[config.mk]
export PLATFORM = sky130hd
export DESIGN_NAME = aes_bme_ctrl
export DESIGN_NICKNAME = d
export VERILOG_FILES = /design/src/rtl/core/aes_bme_pkg.sv /design/src/rtl/core/aes_bme_ctrl.sv
export SDC_FILE = /design/constraint.sdc
export NUM_CORES = 1
export LEC_CHECK = 0
export BUFFER_PORTS_ARGS = -buffer_cell sky130_fd_sc_hd__buf_2
export CAP_MARGIN = 30
export CORE_AREA = 2 2 39 41
export CTS_CLUSTER_SIZE = 20
export DETAILED_ROUTE_END_ITERATION = 8
export DIE_AREA = 0 0 41 43
export PLACE_DENSITY = 0.6
export SYNTH_ARGS = -nofsm -noshare
export SYNTH_HDL_FRONTEND = slang
export SYNTH_SLANG_ARGS = --single-unit
[constraint.sdc]
create_clock -name i_clk -period 3 [get_ports i_clk]
set_input_delay 0.15 -clock i_clk [delete_from_list [all_inputs] [get_ports i_clk]]
set_output_delay 0.15 -clock i_clk [all_outputs]
set_load 0.02 [all_outputs]
[src/rtl/core/aes_bme_pkg.sv]
// Shared types, constants and round functions for the AES-128 block mode engine.
// Used by the controller, the datapath and the top level. No dependencies.
package aes_bme_pkg;

    // Register indexes on the configuration port.
    localparam logic [2:0] REG_KEY_HIGH = 3'd0;
    localparam logic [2:0] REG_KEY_LOW  = 3'd1;
    localparam logic [2:0] REG_IV_HIGH  = 3'd2;
    localparam logic [2:0] REG_IV_LOW   = 3'd3;
    localparam logic [2:0] REG_MODE     = 3'd4;

    // Mode codes; codes six and seven run as ECB encrypt.
    localparam logic [2:0] MODE_ECB_ENC = 3'd0;
    localparam logic [2:0] MODE_ECB_DEC = 3'd1;
    localparam logic [2:0] MODE_CBC_ENC = 3'd2;
    localparam logic [2:0] MODE_CBC_DEC = 3'd3;
    localparam logic [2:0] MODE_ECB_MAC = 3'd4;
    localparam logic [2:0] MODE_CBC_MAC = 3'd5;

    // Result status codes.
    localparam logic [1:0] ST_OK        = 2'd0;
    localparam logic [1:0] ST_BAD_VALUE = 2'd1;
    localparam logic [1:0] ST_BAD_PAD   = 2'd2;

    localparam logic [3:0] LAST_ROUND = 4'd10;
    localparam logic [4:0] BLOCK_BYTES = 5'd16;

    // Commands from the controller to the datapath.
    typedef struct packed {
        logic       load_item;
        logic       load_pad;
        logic       step;
        logic       emit;
        logic       kx_load;
        logic       kx_step;
        logic [3:0] cnt;
    } t_cmd;

    // Status from the datapath to the controller.
    typedef struct packed {
        logic need_extra;
        logic out_en;
    } t_sts;

    localparam logic [0:255][7:0] SBOX = {
        8'h63,8'h7c,8'h77,8'h7b,8'hf2,8'h6b,8'h6f,8'hc5,8'h30,8'h01,8'h67,8'h2b,8'hfe,8'hd7,8'hab,8'h76,
        8'hca,8'h82,8'hc9,8'h7d,8'hfa,8'h59,8'h47,8'hf0,8'had,8'hd4,8'ha2,8'haf,8'h9c,8'ha4,8'h72,8'hc0,
        8'hb7,8'hfd,8'h93,8'h26,8'h36,8'h3f,8'hf7,8'hcc,8'h34,8'ha5,8'he5,8'hf1,8'h71,8'hd8,8'h31,8'h15,
        8'h04,8'hc7,8'h23,8'hc3,8'h18,8'h96,8'h05,8'h9a,8'h07,8'h12,8'h80,8'he2,8'heb,8'h27,8'hb2,8'h75,
        8'h09,8'h83,8'h2c,8'h1a,8'h1b,8'h6e,8'h5a,8'ha0,8'h52,8'h3b,8'hd6,8'hb3,8'h29,8'he3,8'h2f,8'h84,
        8'h53,8'hd1,8'h00,8'hed,8'h20,8'hfc,8'hb1,8'h5b,8'h6a,8'hcb,8'hbe,8'h39,8'h4a,8'h4c,8'h58,8'hcf,
        8'hd0,8'hef,8'haa,8'hfb,8'h43,8'h4d,8'h33,8'h85,8'h45,8'hf9,8'h02,8'h7f,8'h50,8'h3c,8'h9f,8'ha8,
        8'h51,8'ha3,8'h40,8'h8f,8'h92,8'h9d,8'h38,8'hf5,8'hbc,8'hb6,8'hda,8'h21,8'h10,8'hff,8'hf3,8'hd2,
        8'hcd,8'h0c,8'h13,8'hec,8'h5f,8'h97,8'h44,8'h17,8'hc4,8'ha7,8'h7e,8'h3d,8'h64,8'h5d,8'h19,8'h73,
        8'h60,8'h81,8'h4f,8'hdc,8'h22,8'h2a,8'h90,8'h88,8'h46,8'hee,8'hb8,8'h14,8'hde,8'h5e,8'h0b,8'hdb,
        8'he0,8'h32,8'h3a,8'h0a,8'h49,8'h06,8'h24,8'h5c,8'hc2,8'hd3,8'hac,8'h62,8'h91,8'h95,8'he4,8'h79,
        8'he7,8'hc8,8'h37,8'h6d,8'h8d,8'hd5,8'h4e,8'ha9,8'h6c,8'h56,8'hf4,8'hea,8'h65,8'h7a,8'hae,8'h08,
        8'hba,8'h78,8'h25,8'h2e,8'h1c,8'ha6,8'hb4,8'hc6,8'he8,8'hdd,8'h74,8'h1f,8'h4b,8'hbd,8'h8b,8'h8a,
        8'h70,8'h3e,8'hb5,8'h66,8'h48,8'h03,8'hf6,8'h0e,8'h61,8'h35,8'h57,8'hb9,8'h86,8'hc1,8'h1d,8'h9e,
        8'he1,8'hf8,8'h98,8'h11,8'h69,8'hd9,8'h8e,8'h94,8'h9b,8'h1e,8'h87,8'he9,8'hce,8'h55,8'h28,8'hdf,
        8'h8c,8'ha1,8'h89,8'h0d,8'hbf,8'he6,8'h42,8'h68,8'h41,8'h99,8'h2d,8'h0f,8'hb0,8'h54,8'hbb,8'h16
    };

    localparam logic [0:255][7:0] INV_SBOX = {
        8'h52,8'h09,8'h6a,8'hd5,8'h30,8'h36,8'ha5,8'h38,8'hbf,8'h40,8'ha3,8'h9e,8'h81,8'hf3,8'hd7,8'hfb,
        8'h7c,8'he3,8'h39,8'h82,8'h9b,8'h2f,8'hff,8'h87,8'h34,8'h8e,8'h43,8'h44,8'hc4,8'hde,8'he9,8'hcb,
        8'h54,8'h7b,8'h94,8'h32,8'ha6,8'hc2,8'h23,8'h3d,8'hee,8'h4c,8'h95,8'h0b,8'h42,8'hfa,8'hc3,8'h4e,
        8'h08,8'h2e,8'ha1,8'h66,8'h28,8'hd9,8'h24,8'hb2,8'h76,8'h5b,8'ha2,8'h49,8'h6d,8'h8b,8'hd1,8'h25,
        8'h72,8'hf8,8'hf6,8'h64,8'h86,8'h68,8'h98,8'h16,8'hd4,8'ha4,8'h5c,8'hcc,8'h5d,8'h65,8'hb6,8'h92,
        8'h6c,8'h70,8'h48,8'h50,8'hfd,8'hed,8'hb9,8'hda,8'h5e,8'h15,8'h46,8'h57,8'ha7,8'h8d,8'h9d,8'h84,
        8'h90,8'hd8,8'hab,8'h00,8'h8c,8'hbc,8'hd3,8'h0a,8'hf7,8'he4,8'h58,8'h05,8'hb8,8'hb3,8'h45,8'h06,
        8'hd0,8'h2c,8'h1e,8'h8f,8'hca,8'h3f,8'h0f,8'h02,8'hc1,8'haf,8'hbd,8'h03,8'h01,8'h13,8'h8a,8'h6b,
        8'h3a,8'h91,8'h11,8'h41,8'h4f,8'h67,8'hdc,8'hea,8'h97,8'hf2,8'hcf,8'hce,8'hf0,8'hb4,8'he6,8'h73,
        8'h96,8'hac,8'h74,8'h22,8'he7,8'had,8'h35,8'h85,8'he2,8'hf9,8'h37,8'he8,8'h1c,8'h75,8'hdf,8'h6e,
        8'h47,8'hf1,8'h1a,8'h71,8'h1d,8'h29,8'hc5,8'h89,8'h6f,8'hb7,8'h62,8'h0e,8'haa,8'h18,8'hbe,8'h1b,
        8'hfc,8'h56,8'h3e,8'h4b,8'hc6,8'hd2,8'h79,8'h20,8'h9a,8'hdb,8'hc0,8'hfe,8'h78,8'hcd,8'h5a,8'hf4,
        8'h1f,8'hdd,8'ha8,8'h33,8'h88,8'h07,8'hc7,8'h31,8'hb1,8'h12,8'h10,8'h59,8'h27,8'h80,8'hec,8'h5f,
        8'h60,8'h51,8'h7f,8'ha9,8'h19,8'hb5,8'h4a,8'h0d,8'h2d,8'he5,8'h7a,8'h9f,8'h93,8'hc9,8'h9c,8'hef,
        8'ha0,8'he0,8'h3b,8'h4d,8'hae,8'h2a,8'hf5,8'hb0,8'hc8,8'heb,8'hbb,8'h3c,8'h83,8'h53,8'h99,8'h61,
        8'h17,8'h2b,8'h04,8'h7e,8'hba,8'h77,8'hd6,8'h26,8'he1,8'h69,8'h14,8'h63,8'h55,8'h21,8'h0c,8'h7d
    };

    // Multiply by x in GF(2^8).
    function automatic logic [7:0] xtime(input logic [7:0] a);
        return {a[6:0], 1'b0} ^ (a[7] ? 8'h1b : 8'h00);
    endfunction

    // Round constant for round key number idx (1 to 10).
    function automatic logic [7:0] rcon(input logic [3:0] idx);
        logic [7:0] r;
        case (idx)
            4'd1:    r = 8'h01;
            4'd2:    r = 8'h02;
            4'd3:    r = 8'h04;
            4'd4:    r = 8'h08;
            4'd5:    r = 8'h10;
            4'd6:    r = 8'h20;
            4'd7:    r = 8'h40;
            4'd8:    r = 8'h80;
            4'd9:    r = 8'h1b;
            4'd10:   r = 8'h36;
            default: r = 8'h00;
        endcase
        return r;
    endfunction

    // Next round key from the previous one. Byte 0 sits in bits 127:120.
    function automatic logic [127:0] key_next(input logic [127:0] k, input logic [7:0] rc);
        logic [31:0] t;
        logic [31:0] w0;
        logic [31:0] w1;
        logic [31:0] w2;
        logic [31:0] w3;
        t  = {SBOX[k[23:16]] ^ rc, SBOX[k[15:8]], SBOX[k[7:0]], SBOX[k[31:24]]};
        w0 = k[127:96] ^ t;
        w1 = k[95:64] ^ w0;
        w2 = k[63:32] ^ w1;
        w3 = k[31:0] ^ w2;
        return {w0, w1, w2, w3};
    endfunction

    // SubBytes followed by ShiftRows.
    function automatic logic [127:0] sub_shift(input logic [127:0] s);
        logic [127:0] t;
        int src;
        t = '0;
        for (int c = 0; c < 4; c++) begin
            for (int row = 0; row < 4; row++) begin
                src = row + 4 * ((c + row) & 3);
                t[127 - 8 * (row + 4 * c) -: 8] = SBOX[s[127 - 8 * src -: 8]];
            end
        end
        return t;
    endfunction

    // Inverse ShiftRows followed by inverse SubBytes.
    function automatic logic [127:0] inv_sub_shift(input logic [127:0] s);
        logic [127:0] t;
        int dst;
        t = '0;
        for (int c = 0; c < 4; c++) begin
            for (int row = 0; row < 4; row++) begin
                dst = row + 4 * ((c + row) & 3);
                t[127 - 8 * dst -: 8] = INV_SBOX[s[127 - 8 * (row + 4 * c) -: 8]];
            end
        end
        return t;
    endfunction

    function automatic logic [127:0] mix_columns(input logic [127:0] s);
        logic [127:0] t;
        logic [7:0] a0, a1, a2, a3;
        t = '0;
        for (int c = 0; c < 4; c++) begin
            a0 = s[127 - 32 * c -: 8];
            a1 = s[119 - 32 * c -: 8];
            a2 = s[111 - 32 * c -: 8];
            a3 = s[103 - 32 * c -: 8];
            t[127 - 32 * c -: 8] = xtime(a0) ^ xtime(a1) ^ a1 ^ a2 ^ a3;
            t[119 - 32 * c -: 8] = a0 ^ xtime(a1) ^ xtime(a2) ^ a2 ^ a3;
            t[111 - 32 * c -: 8] = a0 ^ a1 ^ xtime(a2) ^ xtime(a3) ^ a3;
            t[103 - 32 * c -: 8] = xtime(a0) ^ a0 ^ a1 ^ a2 ^ xtime(a3);
        end
        return t;
    endfunction

    // Products by 9, 11, 13 and 14, packed as {p9, p11, p13, p14}.
    function automatic logic [31:0] inv_mults(input logic [7:0] a);
        logic [7:0] x2, x4, x8;
        x2 = xtime(a);
        x4 = xtime(x2);
        x8 = xtime(x4);
        return {x8 ^ a, x8 ^ x2 ^ a, x8 ^ x4 ^ a, x8 ^ x4 ^ x2};
    endfunction

    function automatic logic [127:0] inv_mix_columns(input logic [127:0] s);
        logic [127:0] t;
        logic [31:0] m0, m1, m2, m3;
        t = '0;
        for (int c = 0; c < 4; c++) begin
            m0 = inv_mults(s[127 - 32 * c -: 8]);
            m1 = inv_mults(s[119 - 32 * c -: 8]);
            m2 = inv_mults(s[111 - 32 * c -: 8]);
            m3 = inv_mults(s[103 - 32 * c -: 8]);
            // Field order in mN: [31:24] x9, [23:16] x11, [15:8] x13, [7:0] x14.
            t[127 - 32 * c -: 8] = m0[7:0] ^ m1[23:16] ^ m2[15:8] ^ m3[31:24];
            t[119 - 32 * c -: 8] = m0[31:24] ^ m1[7:0] ^ m2[23:16] ^ m3[15:8];
            t[111 - 32 * c -: 8] = m0[15:8] ^ m1[31:24] ^ m2[7:0] ^ m3[23:16];
            t[103 - 32 * c -: 8] = m0[23:16] ^ m1[15:8] ^ m2[31:24] ^ m3[7:0];
        end
        return t;
    endfunction

endpackage

[src/rtl/core/aes_bme_ctrl.sv]
// Controller of the AES-128 block mode engine: sequences key expansion,
// rounds and result words. Depends on aes_bme_pkg.
module aes_bme_ctrl (
    input  logic              i_clk,
    input  logic              i_rst_n,
    input  logic              i_key_wr,
    input  logic              i_s_valid,
    input  logic              i_m_ready,
    input  aes_bme_pkg::t_sts i_sts,
    output aes_bme_pkg::t_cmd o_cmd,
    output logic              o_s_ready,
    output logic              o_m_valid
);
    import aes_bme_pkg::*;

    typedef enum logic [1:0] {
        S_KEXP,
        S_IDLE,
        S_RUN,
        S_EMIT
    } t_state;

    t_state     r_state;
    logic [3:0] r_cnt;
    logic       r_m_valid;

    // Commands decoded from the current state.
    always_comb begin
        o_cmd     = '0;
        o_cmd.cnt = r_cnt;
        case (r_state)
            S_KEXP: begin
                o_cmd.kx_load = (r_cnt == 4'd0);
                o_cmd.kx_step = (r_cnt != 4'd0);
            end
            S_IDLE: begin
                o_cmd.load_item = i_s_valid;
            end
            S_RUN: begin
                o_cmd.step = 1'b1;
            end
            S_EMIT: begin
                o_cmd.emit     = !r_m_valid || i_m_ready;
                o_cmd.load_pad = (!r_m_valid || i_m_ready) && i_sts.need_extra;
            end
            default: begin
                o_cmd = '0;
            end
        endcase
    end

    // State, counter and output valid.
    always_ff @(posedge i_clk) begin
        if (!i_rst_n) begin
            r_state   <= S_KEXP;
            r_cnt     <= 4'd0;
            r_m_valid <= 1'b0;
        end else begin
            if (o_cmd.emit && i_sts.out_en) begin
                r_m_valid <= 1'b1;
            end else if (r_m_valid && i_m_ready) begin
                r_m_valid <= 1'b0;
            end
            if (i_key_wr) begin
                r_state <= S_KEXP;
                r_cnt   <= 4'd0;
            end else begin
                case (r_state)
                    S_KEXP: begin
                        if (r_cnt == LAST_ROUND) begin
                            r_state <= S_IDLE;
                        end
                        r_cnt <= r_cnt + 4'd1;
                    end
                    S_IDLE: begin
                        if (o_cmd.load_item) begin
                            r_state <= S_RUN;
                            r_cnt   <= 4'd1;
                        end
                    end
                    S_RUN: begin
                        if (r_cnt == LAST_ROUND) begin
                            r_state <= S_EMIT;
                        end
                        r_cnt <= r_cnt + 4'd1;
                    end
                    S_EMIT: begin
                        if (o_cmd.emit) begin
                            r_state <= i_sts.need_extra ? S_RUN : S_IDLE;
                            r_cnt   <= 4'd1;
                        end
                    end
                    default: begin
                        r_state <= S_IDLE;
                    end
                endcase
            end
        end
    end

    assign o_s_ready = (r_state == S_IDLE);
    assign o_m_valid = r_m_valid;

endmodule

After elaboration in Yosys (flattened, before gate mapping)
Index checks and enable logic that the tools add are counted.
- register bits after elaboration: 7
- input bits: 7
- output and inout bits: 12
- logic and storage cells: 42
- add/subtract/negate cells: 1
- equal/unequal tests: 8
- multiplexer cells: 16
- bitwise logic cells: 1
- reduce and logical (&&, ||, !) cells: 13
- operator list (kind ; number):
    2-bit 2-to-1 mux ; 6
    4-bit one-hot mux with 3 select lines ; 1
    4-bit 2-to-1 mux ; 2
    2-bit inequality test (second input constant) ; 4
    2-bit one-hot mux with 4 select lines ; 1
    1-bit 2-to-1 mux ; 6
    4-bit by 1-bit adder with 4-bit output (second input constant) ; 1
    2-bit == test (second input constant) ; 2
    4-bit == test (second input constant) ; 1
    4-bit zero test ; 1
    4-bit AND reduction ; 1
    4-bit nonzero test ; 1
    2-bit OR reduction ; 2
    1-bit logical AND ; 3
    2-bit by 1-bit == test with 1-bit output (second input constant) ; 1
    2-bit zero test ; 1
    2-bit AND reduction ; 1
    2-bit nonzero test ; 1
    1-bit zero test ; 1
    1-bit logical OR ; 1
    1-bit NOT ; 1

Longest topological paths before layout
- depth in word-level cells: 5
- gate-level depth with buffers: 5
- mapped depth without buffers: 5

Worst setup path before layout
OpenSTA, ideal clock, no wires.
- path type: flip-flop to output port
- from: reg r_cnt[0]
- to: out o_cmd[4] (netlist name)
- arrival time: 1.344 ns
- data required time: 2.850 ns
- slack: 1.506 ns
- cell stages (with the launch flop): 4
- path buffers: 0
- path through: dfxtp_1 -> inv_1 -> ha_1 -> a211oi_1
- RTL lines (item ; line ; RTL):
    start, declared ; aes_bme_ctrl.sv:24 ; logic [3:0] r_cnt;
    start signal, assigned ; aes_bme_ctrl.sv:73 ; r_cnt <= r_cnt + 4'd1;
    start signal, assigned ; aes_bme_ctrl.sv:85 ; r_cnt <= r_cnt + 4'd1;
    end, declared ; aes_bme_ctrl.sv:10 ; output aes_bme_pkg::t_cmd o_cmd,

Final worst setup path
- from: reg r_state[0]
- to: reg r_cnt[2]
- longest elaborated chain between the ends: 4
- elaborated cells between the ends (all ways): 11
- classes of those cells: eq/ne (5); mux (3); reduce/logical (3)
- RTL lines (item ; line ; RTL):
    start, declared ; aes_bme_ctrl.sv:23 ; t_state r_state;
    start signal, assigned ; aes_bme_ctrl.sv:89 ; r_state <= i_sts.need_extra ? S_RUN : S_IDLE;
    2-bit by 1-bit == test with 1-bit output or 2-bit == test (tied branches) ; aes_bme_ctrl.sv:31, aes_bme_ctrl.sv:68 ;
    1-bit 2-to-1 mux ; aes_bme_ctrl.sv:31 ; case (r_state)
    2-bit inequality test (no source line) ; n/a ;
    2-bit AND reduction (no source line) ; n/a ;
Several ways; a longest one is shown, not always the timed one.
A chain may end at the register's enable or synchronous reset.

==> results by group <==
Yosys
  – Ys Warns: 0
  – Yosys top cell by area: dfxtp_1
  – Mapped Area: between 400 and 500 um2
  – Post-synth cell types: 25
  – Post-synth top area share: 31.5%
  – Syn_nets: 64
  – #FFs+latches synth: 7
  – Ranking of synthesized cells by area: dfxtp_1, ha_1, a21oi_1
  – Synthesized instance count: 54
  – Synthesized area per cell: 8.23 um2
  – Post-synthesis sequential area ratio: 31.5%

Clock network
  – Number of buffers added to fix hold violations after cts: 0
  – Total setup buffers inserted after CTS: 0
  – CTS max path bufs: 2
  – Root Driver: clkbuf_4
  – Worst skew pair latency: 250 ps
  – Worst-path clk slew: ~60 ps
  – CTS resizes: 0
  – CTS tree: built
  – Sink Count: 7
  – Total CTS buffers: 3
  – H-tree levels: 1

Global route
  – GRT Resource Usage Total: about an eighth
  – Largest net degree at the start of global routing: 14
  – First-pass GRT wire length: 1.48 mm
  – Vias in the first global route: 383
  – Initial antenna violation count: 0
  – Remaining Overflow, GRT: 0

Layout
  – Final core occ: 40.1%
  – Share of layout cells above drive strength 1: 30.1%
  – Final instance area: 554 um2
  – Antenna cell count: 0
  – Layout area overhead: 24.8%
  – Final Net Count: 84

Outcome
  – Status: finished, final reports clean

Detailed routing
  – Via density: 4.91
  – Post-DRT Antenna Nets: 0
  – DRC viols: 0
  – Routed vias: 437
  – Drt pass-1 iters: 4
  – DR iter-0 viols: 4
  – Final Routed Wirelength: 968 um
  – Avg WL per Cell: between 10 and 15 um

Timing
  – Final Skew: 8.17 ps
  – TNS Setup: 0 ps
  – Setup violations, final: 0
  – Max Freq: 0.639 GHz
  – Slew Limit Fails: 0
  – Final Cycle Share: a little over half
  – Worst Hold Slack: ~160 ps
  – Final hold vios: 0
  – Slew margin rel.: 55.6%
  – Least-Margin Pin Slew: ~660 ps
  – Unrepaired setup endpoints after global routing: false
  – Final min period: around 1600 ps

Power and ir drop
  – Power, Total: 203 uW
  – Leak: between 0.2 and 0.3 nW
  – Worst-case vdd ir drop: 273 uV
  – PD cells: 366 nW/um2

Floorplan
  – Die W: 41 um
  – Rows: 14
  – DIE AREA: 1760 um2
  – # IOs: 19
  – Initial core utilization: 32.1%
  – Die H: 43 um
  – Area of the core: approximately 1400 um2

Place
  – HPWL Detailed: 758 um
  – GPL Wtd Cong: 0.739
  – DP Area: 528 um2
  – IO Port Bufs: 18

Critical path
  – Req. time, crit path: 3120 ps
  – Crit-path max FO: 13
  – Critical Path AT: 1690 ps
  – Critical path launch point type: register
  – Worst reg2reg path startpoint: r_state[0]$_SDFFE_PP0P_
  – CP endpoint: r_cnt[2]$_SDFFE_PP0P_
  – RR Endpoint: r_cnt[2]$_SDFFE_PP0P_
  – R2r setup slk: 1440 ps
  – Setup CP Type: reg2reg
  – R2r worst-path depth: 3
  – Crit. Startpoint: r_state[0]$_SDFFE_PP0P_
  – Crit end category: register

Job
  – Max Cap Violations: 0

Min path
  – Worst Hold Class: in2reg
  – Hold Path Stages: 3
worst max-delay path, cell delays in order, from the launching register on:
cell	delay (ps)
dfxtp_1	550
nor3b_1	610
or4_1	200
a21oi_1	70
cell usage in the layout (no fill, tap or decap), types with 3 or more instances in the layout:
cell      Yosys  layout
buf_2         0      18
dfxtp_1       7       7
inv_1         5       5
a21oi_1       5       5
nor2b_1       4       4
nand2_1       4       4
nor3_1        3       3
ha_1          3       3
clkbuf_4      0       3
stage by stage:
stage	std cells	setup WS, ps
global route	89	1270
finish	89	1440
detailed placement	85	1470
floorplan	54	1510
global placement	85	1540
CTS	89	1420
cell type report:
type	count	area (um2)
clock buffer	4	26.3
fill	147	830
inverter	5	18.8
multi-input combinational	39	259
sequential	7	140
tap	16	20.0
timing repair buffer	18	90.1
kinds of logic after synthesis:
group	Yosys count	share of synthesized area, %
AOI/OAI and AO/OA	13	18.9
DFF	7	31.5
buffers and inverters	8	10.1
and+or+nand+nor	23	31.0
adders and majority gates	3	8.45
how the worst min path moves through the flow:
stage	start	endpoint	slack, ps
after floorplan	i_rst_n	o_m_valid$_SDFFE_PN0P_	280
after global placement	i_rst_n	o_m_valid$_SDFFE_PN0P_	420
after detailed placement	i_rst_n	o_m_valid$_SDFFE_PN0P_	420
after CTS	i_key_wr	r_state[0]$_SDFFE_PP0P_	160
after global routing	i_key_wr	r_state[0]$_SDFFE_PP0P_	160
final	i_key_wr	r_state[0]$_SDFFE_PP0P_	160
state kept, by name, indices dropped and copies added (netlist names):
signal     cells
r_cnt          4
r_state        2
o_m_valid      1
Yosys cell counts:
cell type and count:
nor3_1 3, nor2b_1 4, or4_1 2, nand3_1 1, and2_1 1, buf_6 2
a31oi_1 1, nand2b_1 1, clkbuf_1 1, o31ai_1 2, or3_1 1, inv_1 5
o311a_1 1, nand3b_1 2, o22ai_1 1, nand2_1 4, a211oi_1 1, ha_1 3
dfxtp_1 7, a21oi_1 5, nor2_1 2, o21ai_0 1, o2111ai_1 1, nor3b_1 1
and4b_4 1
per-layer routing:
metal | share of wire, % | global-route usage, % | up-vias
met5 | 0 | 0 | -
met4 | 0 | 4.00 | 0
met3 | 11 | 7.85 | 0
met2 | 44 | 18.8 | 17
met1 | 45 | 14.3 | 184
li1 | - | - | 236
where the power goes:
group          total, mW  switching (mW)  internal [mW]
Clock             0.0850          0.0343         0.0507
Sequential        0.0963         0.00187         0.0944
Combinational     0.0217          0.0125        0.00922
No activity file was read; power rests on OpenSTA's default activity.
